--- src/spmf_pkg.sv ---
package spmf_pkg;

  // fixed field widths of the words on the ports
  localparam int WORD_W  = 32;
  localparam int CLASS_W = 2;
  localparam int COUNT_W = 4;

  // mode codes
  localparam logic MODE_PUSH = 1'b0;

  // request word
  typedef struct packed {
    logic               mode;
    logic [CLASS_W-1:0] class_in;
    logic [WORD_W-1:0]  payload;
  } in_word_t;

  // result word
  typedef struct packed {
    logic               ok;
    logic [WORD_W-1:0]  data_out;
    logic [CLASS_W-1:0] class_out;
    logic [COUNT_W-1:0] class_count;
    logic [WORD_W-1:0]  total_pushed;
    logic [WORD_W-1:0]  total_popped;
    logic [WORD_W-1:0]  total_dropped;
  } out_word_t;

endpackage

--- src/spmf_ram.sv ---
module spmf_ram #(
  parameter int WIDTH = 32,
  parameter int DEPTH = 64
) (
  input  logic                     clk_i,
  input  logic                     we_i,
  input  logic [$clog2(DEPTH)-1:0] waddr_i,
  input  logic [WIDTH-1:0]         wdata_i,
  input  logic                     re_i,
  input  logic [$clog2(DEPTH)-1:0] raddr_i,
  output logic [WIDTH-1:0]         rdata_o
);

  logic [WIDTH-1:0] mem_q [DEPTH];
  logic [WIDTH-1:0] rdata_q;

  // one write port, one registered read port
  always_ff @(posedge clk_i) begin
    if (we_i) begin
      mem_q[waddr_i] <= wdata_i;
    end
    if (re_i) begin
      rdata_q <= mem_q[raddr_i];
    end
  end

  assign rdata_o = rdata_q;

endmodule

--- src/strict_priority_multi_fifo.sv ---
// path: an accepted word is decided into the stage register s1_q, then moves
//   into the result register when that register is empty or not stalled
// throughput: one push or pop per cycle while not stalled; the ring store has
//   one write, one registered read port; pick and pointer update combinational
// reset: pointers, totals, shutdown and valid flags clear at once; the ring
//   store is not cleared, its slots are only read after a push wrote them
module strict_priority_multi_fifo
  import spmf_pkg::*;
#(
  parameter int RING_DEPTH  = 16,
  parameter int NUM_CLASSES = 4,
  parameter int DATA_WIDTH  = 32
) (
  input  logic      clk_i,
  input  logic      rst_ni,
  input  logic      cfg_we_i,
  input  logic      cfg_wdata_i,
  input  logic      in_valid_i,
  output logic      in_stall_o,
  input  in_word_t  in_word_i,
  output logic      out_valid_o,
  input  logic      out_stall_i,
  output out_word_t out_word_o
);

  localparam int PTR_W     = $clog2(RING_DEPTH);
  localparam int CLS_W     = $clog2(NUM_CLASSES);
  localparam int OCC_W     = PTR_W + 1;
  localparam int RAM_DEPTH = NUM_CLASSES * (2 ** PTR_W);
  localparam int ADDR_W    = $clog2(RAM_DEPTH);

  // work carried from the decision stage to the result register
  typedef struct packed {
    logic               ok;
    logic               pop_hit;
    logic [CLASS_W-1:0] class_out;
    logic [COUNT_W-1:0] class_count;
    logic [WORD_W-1:0]  total_pushed;
    logic [WORD_W-1:0]  total_popped;
    logic [WORD_W-1:0]  total_dropped;
  } stage_t;

  function automatic logic [PTR_W-1:0] ptr_inc(input logic [PTR_W-1:0] p);
    ptr_inc = (p == PTR_W'(RING_DEPTH - 1)) ? '0 : p + 1'b1;
  endfunction

  function automatic logic [OCC_W-1:0] occupancy(input logic [PTR_W-1:0] h,
                                                 input logic [PTR_W-1:0] t);
    logic [OCC_W-1:0] d;
    d = {1'b0, t} - {1'b0, h};
    if (t < h) begin
      d = d + OCC_W'(RING_DEPTH);
    end
    occupancy = d;
  endfunction

  logic                  shut_down_q;
  logic [PTR_W-1:0]      head_q [NUM_CLASSES];
  logic [PTR_W-1:0]      head_d [NUM_CLASSES];
  logic [PTR_W-1:0]      tail_q [NUM_CLASSES];
  logic [PTR_W-1:0]      tail_d [NUM_CLASSES];
  logic [WORD_W-1:0]     pushed_q, pushed_d;
  logic [WORD_W-1:0]     popped_q, popped_d;
  logic [WORD_W-1:0]     dropped_q, dropped_d;

  logic                  s1_valid_q, s1_valid_d;
  stage_t                s1_q, s1_d;
  logic                  out_valid_q, out_valid_d;
  out_word_t             out_word_q;

  logic                  in_acc;
  logic                  s1_move;
  logic [CLS_W-1:0]      cls_sat;
  logic [DATA_WIDTH-1:0] word_m;
  logic [NUM_CLASSES-1:0] nonempty;
  logic                  pop_found;
  logic [CLS_W-1:0]      pop_cls;
  logic [PTR_W-1:0]      tail_adv;
  logic [CLS_W-1:0]      res_cls;
  logic [OCC_W-1:0]      res_occ;

  logic                  ram_we;
  logic                  ram_re;
  logic [ADDR_W-1:0]     ram_waddr;
  logic [ADDR_W-1:0]     ram_raddr;
  logic [DATA_WIDTH-1:0] ram_rdata;

  // handshake: hold the input while a decided word cannot move on
  assign s1_move    = s1_valid_q & ~(out_valid_q & out_stall_i);
  assign in_stall_o = s1_valid_q & out_valid_q & out_stall_i;
  assign in_acc     = in_valid_i & ~in_stall_o;

  // class saturation and payload fit
  always_comb begin
    if (int'(in_word_i.class_in) >= NUM_CLASSES) begin
      cls_sat = CLS_W'(NUM_CLASSES - 1);
    end else begin
      cls_sat = CLS_W'(in_word_i.class_in);
    end
  end

  assign word_m = DATA_WIDTH'(in_word_i.payload);

  // highest non-empty class wins
  always_comb begin
    pop_found = 1'b0;
    pop_cls   = '0;
    for (int c = 0; c < NUM_CLASSES; c++) begin
      nonempty[c] = (head_q[c] != tail_q[c]);
      if (nonempty[c]) begin
        pop_found = 1'b1;
        pop_cls   = CLS_W'(c);
      end
    end
  end

  assign tail_adv = ptr_inc(tail_q[cls_sat]);

  // push / pop decision and state update
  always_comb begin
    head_d    = head_q;
    tail_d    = tail_q;
    pushed_d  = pushed_q;
    popped_d  = popped_q;
    dropped_d = dropped_q;
    ram_we    = 1'b0;
    ram_re    = 1'b0;
    ram_waddr = {cls_sat, tail_q[cls_sat]};
    ram_raddr = {pop_cls, head_q[pop_cls]};
    res_cls   = '0;
    s1_d      = '0;

    if (in_acc) begin
      if (in_word_i.mode == MODE_PUSH) begin
        res_cls = cls_sat;
        if (!shut_down_q && word_m != '0) begin
          if (tail_adv == head_q[cls_sat]) begin
            dropped_d = dropped_q + 1'b1;
          end else begin
            ram_we          = 1'b1;
            tail_d[cls_sat] = tail_adv;
            pushed_d        = pushed_q + 1'b1;
            s1_d.ok         = 1'b1;
          end
        end
      end else if (!shut_down_q && pop_found) begin
        ram_re          = 1'b1;
        head_d[pop_cls] = ptr_inc(head_q[pop_cls]);
        popped_d        = popped_q + 1'b1;
        res_cls         = pop_cls;
        s1_d.ok         = 1'b1;
        s1_d.pop_hit    = 1'b1;
      end
    end

    res_occ            = occupancy(head_d[res_cls], tail_d[res_cls]);
    s1_d.class_out     = CLASS_W'(res_cls);
    s1_d.class_count   = COUNT_W'(res_occ);
    s1_d.total_pushed  = pushed_d;
    s1_d.total_popped  = popped_d;
    s1_d.total_dropped = dropped_d;
  end

  // valid flags of the two stages
  always_comb begin
    s1_valid_d = s1_valid_q;
    if (in_acc) begin
      s1_valid_d = 1'b1;
    end else if (s1_move) begin
      s1_valid_d = 1'b0;
    end
    out_valid_d = out_valid_q;
    if (s1_move) begin
      out_valid_d = 1'b1;
    end else if (!out_stall_i) begin
      out_valid_d = 1'b0;
    end
  end

  // control state
  always_ff @(posedge clk_i or negedge rst_ni) begin
    if (!rst_ni) begin
      shut_down_q <= 1'b0;
      head_q      <= '{default: '0};
      tail_q      <= '{default: '0};
      pushed_q    <= '0;
      popped_q    <= '0;
      dropped_q   <= '0;
      s1_valid_q  <= 1'b0;
      out_valid_q <= 1'b0;
    end else begin
      if (cfg_we_i) begin
        shut_down_q <= cfg_wdata_i;
      end
      head_q      <= head_d;
      tail_q      <= tail_d;
      pushed_q    <= pushed_d;
      popped_q    <= popped_d;
      dropped_q   <= dropped_d;
      s1_valid_q  <= s1_valid_d;
      out_valid_q <= out_valid_d;
    end
  end

  // decided word and result word
  always_ff @(posedge clk_i) begin
    if (in_acc) begin
      s1_q <= s1_d;
    end
    if (s1_move) begin
      out_word_q.ok            <= s1_q.ok;
      out_word_q.data_out      <= s1_q.pop_hit ? WORD_W'(ram_rdata) : '0;
      out_word_q.class_out     <= s1_q.class_out;
      out_word_q.class_count   <= s1_q.class_count;
      out_word_q.total_pushed  <= s1_q.total_pushed;
      out_word_q.total_popped  <= s1_q.total_popped;
      out_word_q.total_dropped <= s1_q.total_dropped;
    end
  end

  // ring store, one region per class
  spmf_ram #(
    .WIDTH (DATA_WIDTH),
    .DEPTH (RAM_DEPTH)
  ) u_ram (
    .clk_i   (clk_i),
    .we_i    (ram_we),
    .waddr_i (ram_waddr),
    .wdata_i (word_m),
    .re_i    (ram_re),
    .raddr_i (ram_raddr),
    .rdata_o (ram_rdata)
  );

  assign out_valid_o = out_valid_q;
  assign out_word_o  = out_word_q;

endmodule

--- config.mk ---
export PLATFORM = sky130hd
export DESIGN_NAME = strict_priority_multi_fifo
export DESIGN_NICKNAME = d
export VERILOG_FILES = /design/src/spmf_pkg.sv /design/src/spmf_ram.sv /design/src/strict_priority_multi_fifo.sv
export SDC_FILE = /design/constraint.sdc
export NUM_CORES = 2
export LEC_CHECK = 0
export ABC_AREA = 1
export BUFFER_PORTS_ARGS = -buffer_cell sky130_fd_sc_hd__buf_2
export CAP_MARGIN = 30
export CORE_MARGIN = 2
export CORE_UTILIZATION = 45
export CTS_CLUSTER_SIZE = 14
export DETAILED_ROUTE_END_ITERATION = 8
export HOLD_SLACK_MARGIN = 0.06
export PLACE_DENSITY = 0.6
export SETUP_SLACK_MARGIN = 0.4
export SYNTH_ARGS = -nofsm -noshare
export SYNTH_HDL_FRONTEND = slang
export SYNTH_SLANG_ARGS = --single-unit
--- constraint.sdc ---
create_clock -name clk_i -period 18.35 [get_ports clk_i]
set_input_delay 2.7525 -clock clk_i [delete_from_list [all_inputs] [get_ports clk_i]]
set_output_delay 2.7525 -clock clk_i [all_outputs]
set_load 0.005 [all_outputs]
==> impl_metrics.py <==
metrics = {
    "pwr": {
        "powerDensity_nw_per_um2": 155.4,
        "power.share.clock_pct": 30.0,
        "ir_worst_vdd_mv": 0.1527,
        "p_seq_share_pct": 36.6,
        "intPower_uw": 10890,
        "switching_share_pct": 37.87,
        "share_comb_of_total_power_pct": 33.4,
        "p_leak_uw": 0.03885,
        "net-switching-power_uw": 6640,
    },
    "sta": {
        "setup_viol": 0,
        "whs_ps": 391.4,
        "rsz0062_at_grt": "no",
        "finClkSkew_ps": 55.51,
        "tightestPinTransition_ps": 1009,
        "period_needed_ps": 7316,
        "fin_setup_tns_ps": 0,
        "final_max_slew_viol_count": 0,
        "hold_viol": 0,
        "min_period_over_period_pct": 39.87,
        "max_freq_ghz": 0.1367,
        "relSlewSlack_pct": 32.60,
    },
    "clock_tree": {
        "root_buffer": "clkbuf_16",
        "cts.htree.levels": 5,
        "tritoncts": "done",
        "cts_hold_buf": 0,
        "cts_setup_buffers": 0,
        "ctsLongestPathBuffers": 4,
        "cts_resized": 0,
        "clkTransAtPathRegs_ps": 60,
        "cts.sinks": 2450,
        "clk_latency_ps": 930,
        "numCtsBuffers": 274,
    },
    "floorplanning": {
        "placementRows": 172,
        "core_area_sq_um": 219100,
        "fp.dieW_um": 472.9,
        "io-pin-count": 178,
        "dieArea_sq_um": 223600,
        "start_util_pct": 45.16,
        "fp.dieH_um": 472.9,
    },
    "global_routing": {
        "met1_usage_pct": 35.56,
        "grt_overflow": 0,
        "antenna_found_initial": 12,
        "grt_use_met2_pct": 38.76,
        "grt_max_degree": 180,
        "grt_pass1_wl_mm": 416.6,
        "grt_pass1_vias": 60097,
        "grt_usage_pct": 25.27,
        "use_met3_pct": 4.666,
        "top_usage_layer": "met2",
    },
    "setup_path": {
        "cp.arrival_ps": 7850,
        "r2r-start": "tail_q[1]$_DFF_PN0_",
        "reg2reg_depth": 21,
        "rr_endpoint": "u_ram.rdata_o[14]$_DFFE_PP_",
        "crit_buf_inv": 4,
        "crit_path_cell_trace": "buf_2 -> inv_1 -> nand2_2 -> nor2_1 -> nor2_2 -> nand2_2 -> ha_1 -> inv_1 -> nand2_1 -> nand2_1 -> nand3_1 -> nor2_4 -> nand2_4 -> nand2_2 -> nor2_4 -> inv_1 -> nor2_1 -> nand3_2 -> nor2_4",
        "crit_fanout": 32,
        "slowest_delay_ps": 1050,
        "ff2ff_setup_slack_ps": 11600,
        "worst-setup-path-type": "input pin to register",
        "cp.required_ps": 18880,
        "cp-start-kind": "input pin",
        "critPathTopFamily": "simple AND/OR/NAND/NOR gates",
        "critPathCaptureType": "register",
        "critical-path-slowest-cell": "nor2_4",
    },
    "hold_path": {
        "min_path_type": "register to register",
        "min_to": "out_word_o[54]$_DFFE_PP_",
        "hold_depth": 0,
        "min_from": "s1_q[54]$_DFFE_PP_",
    },
    "final_layout": {
        "drive_above_1_share_pct": 12.83,
        "final_cell_mix": "edfxtp_1 (2,319), nand2_1 (1,548), nand3_1 (1,029)",
        "fin_nets": 8115,
        "final_common_cell": "edfxtp_1",
        "area_delta_synth_final_pct": 14.00,
        "fill_cells": 18426,
    },
    "drt": {
        "antenna_left": 0,
        "drt_wl_total_mm": 287.1,
        "drt-initial-drc-count": 7844,
        "routed_via_density": 5.727,
        "drc_errors": 0,
        "wl_per_cell_um": 25.79,
        "vias": 63763,
        "firstDrtPassIters": 6,
    },
    "synth": {
        "synth_edf_count": 2319,
        "syn_area_per_cell_sq_um": 12.55,
        "synth_cell_types": 50,
        "synthArstFlopShare_pct": 5.347,
        "synthCells": 7884,
        "netlist_area_sq_um": 98950,
        "ys_ff_latch": 2450,
        "synth_nets": 7934,
        "ys.flop_type": "edfxtp_1",
        "yosys_warnings": 0,
        "synth-seq-area-share_pct": 73.69,
    },
    "placed_design": {
        "gp_congestion": 0.9008,
        "dp_hpwl_mm": 171.8,
        "portBuffers": 177,
    },
    "run_status": {
        "status": "complete, no violations",
    },
    "run": {
        "maxCapViolCount": 0,
    },
}
[per-stage QoR]
step	util, %	cells	area (sq um)	power (uW)	worst slack [ps]
after global routing	51.48	11129	112800	18270	10780
after floorplan	-	7884	98950	10010	8408
final	51.49	11133	112800	17530	11030
after detailed placement	47.56	10653	104200	12310	10160
after global placement	47.09	10610	103200	12250	9720
after CTS	51.41	11117	112600	17550	11120
[cells by family (layout without fill, tap and decap cells)]
logic type | after synthesis | after routing | synth area share [%]
AND/OR/NAND/NOR | 3659 | 3659 | 16.21
flip-flops | 2450 | 2450 | 73.69
AO/OA/AOI/OAI | 1006 | 1006 | 6.296
buffers and inverters | 659 | 1028 | 2.790
XOR/XNOR | 101 | 101 | 0.8940
adder cells (fa/ha/maj) | 9 | 9 | 0.1214
other | 0 | 9 | 0
[layout make-up]
type | count | area [sq um] | area share [%]
antenna | 9 | 22.52 | 0.01997
clock buffer | 353 | 7332 | 6.500
clock inverter | 111 | 1102 | 0.9772
inverter | 194 | 763.2 | 0.6766
multi-input combinational | 4775 | 23830 | 21.12
sequential | 2450 | 72910 | 64.64
tap | 2871 | 3592 | 3.185
timing repair buffer | 370 | 3247 | 2.878
[synth_stat cells, types with 3 or more instances]
| library cell | count | share of area [%] |
|---|---|---|
| nand3_1 | 1032 | 5.2 |
| edfxtp_1 | 2319 | 70 |
| nor3_1 | 35 | 0.18 |
| nor2_1 | 714 | 2.7 |
| nand2_1 | 1548 | 5.9 |
| ha_1 | 8 | 0.10 |
| buf_1 | 46 | 0.17 |
| a31oi_1 | 3 | 0.019 |
| o22ai_1 | 3 | 0.019 |
| nor3_2 | 3 | 0.030 |
| buf_6 | 3 | 0.034 |
| o21ai_0 | 512 | 2.6 |
| xor2_1 | 64 | 0.57 |
| nor2_2 | 8 | 0.051 |
| o21ai_1 | 7 | 0.035 |
| clkinv_1 | 3 | 0.011 |
| nand3_2 | 3 | 0.030 |
| o211ai_1 | 459 | 3.5 |
| a21oi_1 | 10 | 0.051 |
| nand4_1 | 40 | 0.25 |
| nand2_4 | 6 | 0.068 |
| xnor2_1 | 37 | 0.33 |
| or2_2 | 219 | 1.4 |
| clkbuf_1 | 225 | 0.85 |
| buf_2 | 181 | 0.92 |
| nor4_1 | 17 | 0.11 |
| nor2_4 | 5 | 0.057 |
| nand2_2 | 14 | 0.089 |
| nor3b_1 | 4 | 0.030 |
| buf_4 | 9 | 0.068 |
| inv_1 | 185 | 0.70 |
| dfrtp_1 | 131 | 3.3 |
| inv_2 | 5 | 0.019 |
| o21a_1 | 7 | 0.053 |
| and2_1 | 4 | 0.025 |
[registers in the layout, summed over array words and instances, names as in the netlist]
register and count:
u_ram.mem_q 2048, shut_down_q 1, pushed_q 32, s1_valid_q 1
s1_q 104, tail_q 16, head_q 16, u_ram.rdata_o 32
dropped_q 32, out_word_o 135, out_valid_o 1, popped_q 32
[power groups by stage]
| stage | Sequential [uW] | Clock, uW | Combinational (uW) |
|---|---|---|---|
| 2_1_floorplan | 6500 | 0 | 3510 |
| 3_3_place_gp | 6530 | 0 | 5720 |
| 3_5_place_dp | 6530 | 0 | 5780 |
| 4_1_cts | 6410 | 5330 | 5800 |
| 5_1_grt | 6420 | 5550 | 6300 |
| 6_report | 6410 | 5260 | 5860 |
[worst max path at each step]
stage	cells after the start	end	slack, ps	from
2_1_floorplan	1	out_word_o[0]$_DFFE_PP_	8410	out_stall_i
3_3_place_gp	21	s1_q[99]$_DFFE_PP_	9720	in_word_i[21]
3_5_place_dp	19	u_ram.mem_q[16][30]$_DFFE_PP_	10160	in_word_i[32]
4_1_cts	19	u_ram.mem_q[16][3]$_DFFE_PP_	11120	in_word_i[32]
5_1_grt	20	u_ram.mem_q[32][23]$_DFFE_PP_	10780	in_word_i[32]
6_report	19	u_ram.mem_q[32][6]$_DFFE_PP_	11030	in_word_i[32]
[routing by layer]
metal | vias to the layer above | wire, um
met4 | 6 | 12320
li1 | 28771 | -
met3 | 475 | 24250
met5 | - | 78
met2 | 2777 | 131600
met1 | 31734 | 118800
(Power assumes the default switching activity.)
